--- src/rtl/dmd_pkg.sv ---
// Package: types and constants for the dial motion detector.
package dmd_pkg;

    localparam int POS_BITS_DEF = 16;
    localparam int POS_W        = 16;
    localparam int TRAVEL_W     = 16;
    localparam int CNT_W        = 16;
    localparam int CFG_IDX_W    = 2;
    localparam int CFG_DATA_W   = 16;

    localparam logic [CFG_IDX_W-1:0] CFG_STOP_TIMEOUT   = 2'd0;
    localparam logic [CFG_IDX_W-1:0] CFG_SAMPLE_TIMEOUT = 2'd1;

    localparam logic [CNT_W-1:0] STOP_TIMEOUT_RST   = 16'd100;
    localparam logic [CNT_W-1:0] SAMPLE_TIMEOUT_RST = 16'd10;

    typedef enum logic [1:0] {
        MODE_STOPPED  = 2'd0,
        MODE_FORWARD  = 2'd1,
        MODE_BACKWARD = 2'd2,
        MODE_WAIT     = 2'd3
    } t_mode;

    typedef enum logic [1:0] {
        EV_NONE     = 2'd0,
        EV_STOPPED  = 2'd1,
        EV_FORWARD  = 2'd2,
        EV_BACKWARD = 2'd3
    } t_event;

endpackage

--- src/rtl/dial_motion_detector.sv ---
// Top level: dial motion detector with input register and result register.
//
//  channel   direction  handshake            payload
//  sample    in         i_valid / o_ready    i_sample_position
//  result    out        o_valid / i_ready    o_event_res, o_motion_state, o_net_travel
//  config    in         i_cfg_we             i_cfg_idx, i_cfg_data
//
//  One transaction per cycle sustained while the result side is ready; each sample passes
//  through the input register, then the state update into the result register.
//  Synchronous active-low reset: mode stopped, position, travel and counters zero,
//  timeouts 100 and 10.
//  A stalled result holds both stages; the input stage takes a new sample
//  whenever it is empty or the result stage is free or drains in the same cycle.
module dial_motion_detector #(
    parameter int POS_BITS = dmd_pkg::POS_BITS_DEF
) (
    input  logic                             i_clk,
    input  logic                             i_rst_n,
    input  logic                             i_valid,
    output logic                             o_ready,
    input  logic [dmd_pkg::POS_W-1:0]        i_sample_position,
    output logic                             o_valid,
    input  logic                             i_ready,
    output logic [1:0]                       o_event_res,
    output logic [1:0]                       o_motion_state,
    output logic [dmd_pkg::TRAVEL_W-1:0]     o_net_travel,
    input  logic                             i_cfg_we,
    input  logic [dmd_pkg::CFG_IDX_W-1:0]    i_cfg_idx,
    input  logic [dmd_pkg::CFG_DATA_W-1:0]   i_cfg_data
);
    import dmd_pkg::*;

    localparam int PW = (POS_BITS < POS_W) ? POS_BITS : POS_W;
    localparam int SW = POS_BITS + 1;

    logic [CNT_W-1:0]    r_stop_timeout;
    logic [CNT_W-1:0]    r_sample_timeout;

    logic                r_in_vld;
    logic [PW-1:0]       r_pos;

    t_mode               r_mode, n_mode;
    logic [PW-1:0]       r_last;
    logic [TRAVEL_W-1:0] r_travel, n_travel;
    logic [CNT_W-1:0]    r_stop_cnt, n_stop_cnt;
    logic [CNT_W-1:0]    r_samp_cnt, n_samp_cnt;

    logic                r_out_vld;
    t_event              r_event, n_event;

    logic                out_free;
    logic                adv;
    logic                same;
    logic                gt;
    logic [PW-1:0]       diff;
    logic [SW-1:0]       wrap_sum;
    logic                fwd;
    logic [TRAVEL_W-1:0] d16;
    logic [TRAVEL_W:0]   add_sum;
    logic [CNT_W-1:0]    stop_dec;
    logic [CNT_W-1:0]    samp_dec;
    logic                dir_fwd;

    assign out_free = !r_out_vld || i_ready;
    assign adv      = r_in_vld && out_free;
    assign o_ready  = !r_in_vld || out_free;

    assign same     = (r_pos == r_last);
    assign gt       = (r_pos > r_last);
    assign diff     = gt ? (r_pos - r_last) : (r_last - r_pos);
    assign wrap_sum = SW'(r_last) + SW'(diff);
    assign fwd      = gt || wrap_sum[POS_BITS];
    assign d16      = TRAVEL_W'(diff);
    assign add_sum  = {1'b0, r_travel} + {1'b0, d16};
    assign stop_dec = (r_stop_cnt == '0) ? '0 : r_stop_cnt - 1'b1;
    assign samp_dec = (r_samp_cnt == '0) ? '0 : r_samp_cnt - 1'b1;
    assign dir_fwd  = (r_mode == MODE_FORWARD);

    always_comb begin
        n_mode     = r_mode;
        n_travel   = r_travel;
        n_stop_cnt = r_stop_cnt;
        n_samp_cnt = r_samp_cnt;
        n_event    = EV_NONE;
        case (r_mode)
            MODE_STOPPED, MODE_WAIT: begin
                if (r_mode == MODE_WAIT) begin
                    n_stop_cnt = stop_dec;
                end
                if (!same) begin
                    n_travel   = d16;
                    n_stop_cnt = r_stop_timeout;
                    n_samp_cnt = r_sample_timeout;
                    n_mode     = fwd ? MODE_FORWARD : MODE_BACKWARD;
                    n_event    = fwd ? EV_FORWARD : EV_BACKWARD;
                end else if (r_mode == MODE_WAIT && stop_dec == '0) begin
                    n_mode  = MODE_STOPPED;
                    n_event = EV_STOPPED;
                end
            end
            MODE_FORWARD, MODE_BACKWARD: begin
                n_stop_cnt = stop_dec;
                n_samp_cnt = samp_dec;
                if (same) begin
                    if (stop_dec == '0) begin
                        n_mode  = MODE_STOPPED;
                        n_event = EV_STOPPED;
                    end else if (samp_dec == '0) begin
                        n_mode = MODE_WAIT;
                    end
                end else begin
                    n_stop_cnt = r_stop_timeout;
                    n_samp_cnt = r_sample_timeout;
                    if (fwd == dir_fwd) begin
                        if (!add_sum[TRAVEL_W]) begin
                            n_travel = add_sum[TRAVEL_W-1:0];
                        end
                        n_event = dir_fwd ? EV_FORWARD : EV_BACKWARD;
                    end else if (d16 > r_travel) begin
                        n_travel = d16 - r_travel;
                        n_mode   = dir_fwd ? MODE_BACKWARD : MODE_FORWARD;
                        n_event  = dir_fwd ? EV_BACKWARD : EV_FORWARD;
                    end else begin
                        n_travel = r_travel - d16;
                        n_event  = dir_fwd ? EV_BACKWARD : EV_FORWARD;
                    end
                end
            end
            default: begin
                n_mode = MODE_STOPPED;
            end
        endcase
    end

    always_ff @(posedge i_clk) begin
        if (!i_rst_n) begin
            r_stop_timeout   <= STOP_TIMEOUT_RST;
            r_sample_timeout <= SAMPLE_TIMEOUT_RST;
            r_in_vld         <= 1'b0;
            r_out_vld        <= 1'b0;
            r_mode           <= MODE_STOPPED;
            r_last           <= '0;
            r_travel         <= '0;
            r_stop_cnt       <= '0;
            r_samp_cnt       <= '0;
        end else begin
            if (i_cfg_we) begin
                if (i_cfg_idx == CFG_STOP_TIMEOUT) begin
                    r_stop_timeout <= i_cfg_data;
                end else if (i_cfg_idx == CFG_SAMPLE_TIMEOUT) begin
                    r_sample_timeout <= i_cfg_data;
                end
            end
            if (o_ready) begin
                r_in_vld <= i_valid;
            end
            if (out_free) begin
                r_out_vld <= r_in_vld;
            end
            if (adv) begin
                r_mode     <= n_mode;
                r_last     <= r_pos;
                r_travel   <= n_travel;
                r_stop_cnt <= n_stop_cnt;
                r_samp_cnt <= n_samp_cnt;
            end
        end
    end

    always_ff @(posedge i_clk) begin
        if (o_ready && i_valid) begin
            r_pos <= i_sample_position[PW-1:0];
        end
        if (adv) begin
            r_event <= n_event;
        end
    end

    assign o_valid        = r_out_vld;
    assign o_event_res    = r_event;
    assign o_motion_state = r_mode;
    assign o_net_travel   = r_travel;

    // stopped event only lands in the stopped state
    a_stop_ev: assert property (@(posedge i_clk) disable iff (!i_rst_n)
        (r_out_vld && r_event == EV_STOPPED) |-> (r_mode == MODE_STOPPED))
        else $error("stopped event outside stopped state");

    // stopped or wait state never reports a movement event
    a_idle_ev: assert property (@(posedge i_clk) disable iff (!i_rst_n)
        (r_out_vld && (r_mode == MODE_STOPPED || r_mode == MODE_WAIT))
        |-> (r_event == EV_NONE || r_event == EV_STOPPED))
        else $error("movement event in idle state");

    // held input sample is not overwritten
    a_in_hold: assert property (@(posedge i_clk) disable iff (!i_rst_n)
        (r_in_vld && !out_free) |=> (r_in_vld && $stable(r_pos)))
        else $error("input register lost a transaction");

    // state moves only when a transaction advances
    a_state_hold: assert property (@(posedge i_clk) disable iff (!i_rst_n)
        (!adv && $past(i_rst_n)) |=> ($stable(r_mode) && $stable(r_travel)))
        else $error("state changed without a transaction");

endmodule

--- config.mk ---
export PLATFORM = sky130hd
export DESIGN_NAME = dial_motion_detector
export DESIGN_NICKNAME = d
export VERILOG_FILES = /design/src/rtl/dmd_pkg.sv /design/src/rtl/dial_motion_detector.sv
export SDC_FILE = /design/constraint.sdc
export NUM_CORES = 1
export LEC_CHECK = 0
export ABC_AREA = 1
export ABC_CLOCK_PERIOD_IN_PS = 13200
export BUFFER_PORTS_ARGS = -buffer_cell sky130_fd_sc_hd__buf_4
export CAP_MARGIN = 10
export CORE_ASPECT_RATIO = 0.5
export CORE_UTILIZATION = 62
export CTS_BUF_LIST = sky130_fd_sc_hd__clkbuf_8
export CTS_CLUSTER_SIZE = 12
export DETAILED_ROUTE_END_ITERATION = 6
export PLACE_DENSITY_LB_ADDON = 0.2
export SLEW_MARGIN = 20
export SYNTH_ARGS = -nofsm -noshare
export SYNTH_HDL_FRONTEND = slang
export SYNTH_SLANG_ARGS = --single-unit
--- constraint.sdc ---
create_clock -name i_clk -period 13.2 [get_ports i_clk]
set_input_delay 2.64 -clock i_clk [delete_from_list [all_inputs] [get_ports i_clk]]
set_output_delay 2.64 -clock i_clk [all_outputs]
set_load 0.03 [all_outputs]
==> results of run 1 <==
[cell usage after synthesis, types with 6 or more instances]
cell type,n
xor2_1,44
edfxtp_1,18
a21o_1,6
xnor2_1,10
nand3_1,105
buf_2,22
inv_1,213
nand4_1,13
dfxtp_1,100
a21oi_1,128
ha_1,100
a221oi_1,12
or2_2,10
nor3_1,10
nor2_2,10
clkbuf_1,32
o21ai_0,128
o21ai_1,8
nor2_1,251
nand2_1,490
o21bai_1,15
[critical path: cells and delay by family, from the launching register on]
kind / cells / cell delay [ns]
AOI/OAI and AO/OA: 2 / 0.36
adders and majority gates: 3 / 0.99
and+or+nand+nor: 21 / 2.65
buffers and inverters: 6 / 1.18
DFF: 1 / 0.42
[metrics by stage]
stage	hold slack, ns	util [%]	total power [mW]	std cells
after floorplan	0.424	-	1.07	1767
after global placement	0.458	67.7	1.27	1998
after detailed placement	0.473	67.7	1.29	1998
after CTS	0.491	70.1	1.62	2030
after global routing	0.509	70.1	1.77	2030
final	0.490	70.1	1.65	2030
[power groups by stage]
stage,clock network (mW),logic (mW),registers (mW)
2_1_floorplan,0,0.640,0.431
3_3_place_gp,0,0.846,0.424
3_5_place_dp,0,0.861,0.426
4_1_cts,0.338,0.866,0.417
5_1_grt,0.353,0.999,0.421
6_report,0.339,0.893,0.419
[flip-flops by register name (all words and copies together) (netlist names)]
signal	count
r_last	16
o_valid	1
o_motion_state	2
r_stop_cnt	16
r_samp_cnt	16
o_event_res	2
r_pos	16
r_sample_timeout	16
o_net_travel	16
r_stop_timeout	16
r_in_vld	1
[final timing paths]
path | slack [ns] | to | startpoint | cells past startpoint
worst min-delay path | 0.49 | r_stop_timeout[7]$_SDFFE_PN0P_ | r_stop_timeout[7]$_SDFFE_PN0P_ | 2
worst min register to register | 0.49 | r_stop_timeout[7]$_SDFFE_PN0P_ | r_stop_timeout[7]$_SDFFE_PN0P_ | 2
worst max-delay path | 7.41 | o_net_travel[14]$_SDFFE_PN0P_ | r_pos[0]$_DFFE_PP_ | 32
worst max register to register | 7.41 | o_net_travel[14]$_SDFFE_PN0P_ | r_pos[0]$_DFFE_PP_ | 32
[cell usage in the layout (no fill, tap or decap), types with 10 or more instances in the layout]
master and count:
a21oi_1 128, or2_2 10, dfxtp_1 100, nor2_2 10, o21bai_1 15, inv_1 213
a221oi_1 12, clkbuf_8 18, edfxtp_1 18, nand4_1 13, nand3_1 105, o21ai_0 128
nor2_1 251, ha_1 100, nor3_1 10, nand2_1 490, xnor2_1 10, xor2_1 44
buf_4 64
[cell type report]
class | instances | area [sq um] | share of cell area [%]
Sequential cell | 118 | 2540 | 21.7
Clock inverter | 14 | 141 | 1.21
Inverter | 216 | 811 | 6.92
Timing Repair Buffer | 64 | 480 | 4.10
Tap cell | 227 | 284 | 2.42
Multi-Input combinational cell | 1373 | 7210 | 61.5
Clock buffer | 18 | 248 | 2.11
[metal layers]
metal	GRT usage [%]	wire, um	vias to the layer above
li1	-	-	5688
met1	46.3	14100	5297
met2	62.6	14600	532
met3	6.40	2750	87
met4	13.6	839	0
met5	0	0	-
[kinds of logic after synthesis]
logic type | count (synthesis) | synth area share [%]
and+or+nand+nor | 910 | 34.6
AOI/OAI and AO/OA | 304 | 15.1
xor gates and xnor gates | 54 | 4.36
DFF | 118 | 23.4
buffers and inverters | 276 | 10.1
adders and majority gates | 105 | 12.5
==> out/summary.txt, run 1 <==
number of max-slew violations in the final report: 0
P&R area growth vs syn: 8.03%
number of endpoints failing setup at the final stage: 0
share of the synthesized area in the top cell type: 18.5%
Die Footprint: 0.0181 sq mm
largest area contributor in the synthesized netlist: dfxtp_1
async set-or-reset flop fraction in the synthesized netlist: 0%
Cell Int Power: 0.834 mW
depth of the CTS H-tree: 4
Placement Setup Slack: 7.47 ns
fraction of the yosys area taken by sequential cells: 23.4%
number of vias in the routed layout: 11600
GRT overflow: 0
combinational fraction of design power: 54.1%
fraction of power spent switching nets: 49.5%
Net Sw Power: 0.817 mW
Final #Nets: 1934
CTS tree: built
post-synthesis register bit count: 118
CTS Buf Count: 17
number of max-capacitance violations reported: 0
share of the clock period used by the worst path after layout: 43.9%
diode count: 0
number of buffers on the longest clock path: 2
most common cell type on the critical path: nand2_1
Flop pwr share: 25.4%
placed instance area: 0.0113 sq mm
# DRC: 0
overall global routing resource usage: 36.5%
Worst-Skew Late Latency: 0.47 ns
CP Data Required Time: 13.52 ns
final RePlAce weighted congestion: 1.03
element type at the critical path start: flip-flop
RSZ-0062 raised after global routing: no
die span in x: 189 um
worst clock skew on the final layout: 0.0146 ns
ANT nets after route: 0
top post-synthesis cells by area: dfxtp_1, nand2_1, ha_1
Layout Cell Area excl Fill: 0.0117 sq mm
Hold Buf Count CTS: 0
worst hold path type: reg -> reg
number of instances in the synthesized netlist: 1767
wire length of the first global-routing pass: 52.1 mm
largest net degree at the start of global routing: 79
critical path start-end classification: reg -> reg
Achievable Freq: 173 MHz
detail-routed net length per standard cell: 15.9 um
# Post-CTS Setup Buffers: 0
number of nets in the synthesized netlist: 1911
detailed placer's ending HPWL: 24.7 mm
Slew HR: 32.3%
routed wire length: 32.2 mm
Final TNS setup: 0 ns
area of the mapped netlist: 0.0108 sq mm
clock root cell: clkbuf_8
vias per cell: 5.72
placeable core region: 0.0167 sq mm
part of the power in the clock network: 20.5%
cells resized by post-CTS repair: 0
count of buffers inserted at the top-level ports: 60
min cycle time layout: 5.79 ns
outcome: complete, no violations
count of final hold-check violations: 0
Data arrival, critical path: 6.11 ns
Filler Cells Inserted: 1496
Yosys cell types: 40
LEAKAGE: 6.05 nW
EDFF count, synth: 18
die outline height: 95.5 um
biggest fanout along the worst timing path: 20
maximum VDD drop: 71.8 uV
number of antenna violations at the first check in global routing: 0
Most used DFF post-synth: dfxtp_1
synth warn: 0
Max stage delay cell, worst path: inv_1
number of global-route vias before repair: 10900
power per cell area: 141 mW/mm^2
Post-Syn Area per Cell: 6.14 sq um
TritonRoute pass-1 iters: 6
initial core utilization: 64.8%
Slowest Stage Delay on Critical Path: 0.47 ns
Worst Slack Setup Final: 7.41 ns
sink count of the clock tree: 118
standard-cell row count: 33
CTS clk-pin slew, worst paths: 0.08 ns
transition at the pin with the smallest max-transition slack: 1.01 ns
layout cell share with drive strength beyond 1: 7.10%
Iteration-0 DRC Markers: 1145
IO Pins: 61
type of element capturing the critical path: flip-flop
(Power assumes the default switching activity.)
==> run 2, diff against run 1 <==
ABC_AREA = 0   (was 1)
ABC_CLOCK_PERIOD_IN_PS = 5410   (was 13200)
clock period = 5.41 ns   (was 13.2 ns; I/O delays follow)
==> out/summary.txt, run 2 <==
wire length of the first global-routing pass: 48.5 mm
transition at the pin with the smallest max-transition slack: 1.01 ns
ANT nets after route: 0
critical path start-end classification: reg -> reg
post-synthesis register bit count: 118
violated checks: design-rule violations
routed wire length: 30.8 mm
Critical path buffers and inverters: 3
commonest cells after routing, fill and taps aside: nand2_1, a21oi_1, buf_4
Hold Buf Count CTS: 0
Max stage delay cell, worst path: a2111oi_1
# DRC: 13
worst clock skew on the final layout: 0.0260 ns
CTS Buf Count: 17
vias per cell: 6.61
Die Footprint: 0.0163 sq mm
CP Launch Point: r_pos[7]$_DFFE_PP_
LEAKAGE: 4.88 nW
number of max-capacitance violations reported: 0
Most used DFF post-synth: dfxtp_1
overall global routing resource usage: 37.5%
largest net degree at the start of global routing: 57
number of nets in the synthesized netlist: 1436
Data arrival, critical path: 5.67 ns
fraction of power spent switching nets: 43.1%
standard-cell row count: 31
Final Instance Count excl. Fillers: 1591
cell count after placement: 1543
CP Data Required Time: 5.76 ns
number of endpoints failing setup at the final stage: 0
Iteration-0 DRC Markers: 1445
CTS clk-pin slew, worst paths: 0.09 ns
Worst Slack Setup Final: 0.0981 ns
ranking of synthesized cells by instance count: nand2_1, a21oi_1, dfxtp_1, ha_1, nor2_1
biggest fanout along the worst timing path: 8
maximum VDD drop: 210 uV
Yosys cell types: 85
final RePlAce weighted congestion: 1.05
initial core utilization: 65.5%
ordered list of cells on the worst path: inv_1 > ha_1 > a2111oi_1 > o21ai_2 > nand4_1 > nand2_4 > mux2i_1 > xor2_1 > inv_1 > ha_1 > a211oi_1 > o21bai_1 > o211ai_1 > a31oi_4 > buf_6 > a311oi_1 > nor2_1 > a2111oi_0 > a221o_1 > a21oi_1
Placement Setup Slack: -0.108 ns
IO Pins: 61
Net Sw Power: 1.67 mW
die span in x: 179 um
share of the clock period used by the worst path after layout: 98.2%
share of the synthesized area in the top cell type: 20.5%
depth of the CTS H-tree: 4
sink count of the clock tree: 118
largest area contributor in the synthesized netlist: dfxtp_1
detail-routed net length per standard cell: 19.4 um
register-to-register setup slack: 0.1 ns
element type at the critical path start: flip-flop
number of vias in the routed layout: 10500
gate family responsible for the most delay along the worst path: compound AO/OA/AOI/OAI gates
worst hold path type: reg -> reg
sum of internal, switching and leakage power: 3.88 mW
part of the power in the clock network: 22.6%
TritonRoute pass-1 iters: 7
Cell Int Power: 2.21 mW
outcome: finished with violations
most common cell in the netlist: nand2_1
Worst-Skew Late Latency: 0.46 ns
number of global-route vias before repair: 9871
async set-or-reset flop fraction in the synthesized netlist: 0%
fraction of the yosys area taken by sequential cells: 26.1%
Flop pwr share: 25.6%
number of max-slew violations in the final report: 0
placeable core region: 0.0149 sq mm
startpoint of the worst hold path: r_stop_timeout[12]$_SDFFE_PN0P_
type of element capturing the critical path: flip-flop
detailed placer's ending HPWL: 21.9 mm
count of buffers inserted at the top-level ports: 60
Post-Syn Area per Cell: 7.55 sq um
count of final hold-check violations: 0
top post-synthesis cells by area: dfxtp_1, ha_1, a21oi_1
clock root cell: clkbuf_8
Reg-to-Reg Start: r_pos[7]$_DFFE_PP_
number of instances in the synthesized netlist: 1292
number of buffers on the longest clock path: 2
diode count: 0
EDFF count, synth: 18
P&R area growth vs syn: 17.7%
Achievable Freq: 188 MHz
Slew HR: 32.5%
layout cell share with drive strength beyond 1: 17.5%
Final #Nets: 1524
synth warn: 0
CTS tree: built
min cycle time layout: 5.31 ns
GRT overflow: 0
area of the mapped netlist: 0.00975 sq mm
Slowest Stage Delay on Critical Path: 0.62 ns
commonest non-fill, non-tap cell in the layout: nand2_1
combinational fraction of design power: 51.8%
number of antenna violations at the first check in global routing: 0
utilization after layout: 77.1%
power per cell area: 338 mW/mm^2
die outline height: 90.7 um
[run 2: cell types whose count changed after synthesis, sizes merged, moves of 22 or more]
cell | before | now
nor2 | 263 | 102
xor2 | 44 | 11
a211oi | 0 | 22
mux2i | 0 | 23
nor3 | 10 | 35
nand2 | 496 | 173
inv | 214 | 97
nand3 | 107 | 31
o21ai | 136 | 87
[run 2: power by group through the flow]
stage	clock network (mW)	registers [mW]	logic (mW)
4_1_cts	0.880	0.990	1.76
6_report	0.878	0.993	2.01
3_3_place_gp	0	1.01	1.68
2_1_floorplan	0	1.02	1.16
5_1_grt	0.920	0.999	2.14
3_5_place_dp	0	1.01	1.73
[run 2: per-stage QoR]
stage               hold slack (ns)  cell area [sq um]  setup TNS [ns]
floorplan                     0.436               9750               0
global placement              0.447              10700               0
CTS                           0.460              11100               0
global route                  0.482              11500          -0.182
finish                        0.461              11500               0
detailed placement            0.450              10700          -0.458
[run 2: timing repair]
item / 4_1_cts / 5_1_grt
endpoints found under the setup margin: 5 / 18
pin swaps: 1 / 17
gates resized for setup: 7 / 55
setup buffers: 0 / 15
gates cloned: 0 / 1
[run 2: kinds of logic (layout without fill, tap and decap cells)]
| logic type | after synthesis | after routing | share of synthesized area [%] |
|---|---|---|---|
| buffers and inverters | 167 | 268 | 6.81 |
| AND/OR/NAND/NOR | 442 | 442 | 21.7 |
| multiplexers | 32 | 32 | 3.40 |
| XOR/XNOR | 29 | 29 | 2.60 |
| flip-flops | 118 | 118 | 26.1 |
| AO/OA/AOI/OAI | 399 | 399 | 25.6 |
| adder cells (fa/ha/maj) | 105 | 105 | 13.9 |
[run 2: worst paths after layout]
| kind | to | cells after the start |
|---|---|---|
| setup / recovery | o_net_travel[12]$_SDFFE_PN0P_ | 20 |
| hold / removal | r_stop_timeout[12]$_SDFFE_PN0P_ | 2 |
| setup reg to reg | o_net_travel[12]$_SDFFE_PN0P_ | 20 |
| hold reg to reg | r_stop_timeout[12]$_SDFFE_PN0P_ | 2 |
[run 2: cell type report]
class,count,area (sq um)
flip-flops and latches,118,2540
fillers,1093,3410
clock buffers,17,234
well taps,198,248
multi-input cells,1007,6800
inverters,98,368
clock inverters,15,170
repair buffers,138,1110
[run 2: worst register-to-register path, stage by stage (launching register included)]
cell and delay, ns:
edfxtp_1 0.39, inv_1 0.06, ha_1 0.33, a2111oi_1 0.62, o21ai_2 0.17, nand4_1 0.18, nand2_4 0.13, mux2i_1 0.24
xor2_1 0.23, inv_1 0.14, ha_1 0.41, a211oi_1 0.34, o21bai_1 0.22, o211ai_1 0.30, a31oi_4 0.16, buf_6 0.17
a311oi_1 0.31, nor2_1 0.10, a2111oi_0 0.47, a221o_1 0.18, a21oi_1 0.06
[run 2: metal layers]
| metal | track usage, % | part of all wire [%] | wire length [um] |
|---|---|---|---|
| met2 | 60.8 | 44 | 13600 |
| met1 | 49.2 | 42 | 12900 |
| met4 | 13.5 | 3.6 | 1120 |
| met3 | 7.07 | 11 | 3250 |
| met5 | 1.92 | 0 | 0 |
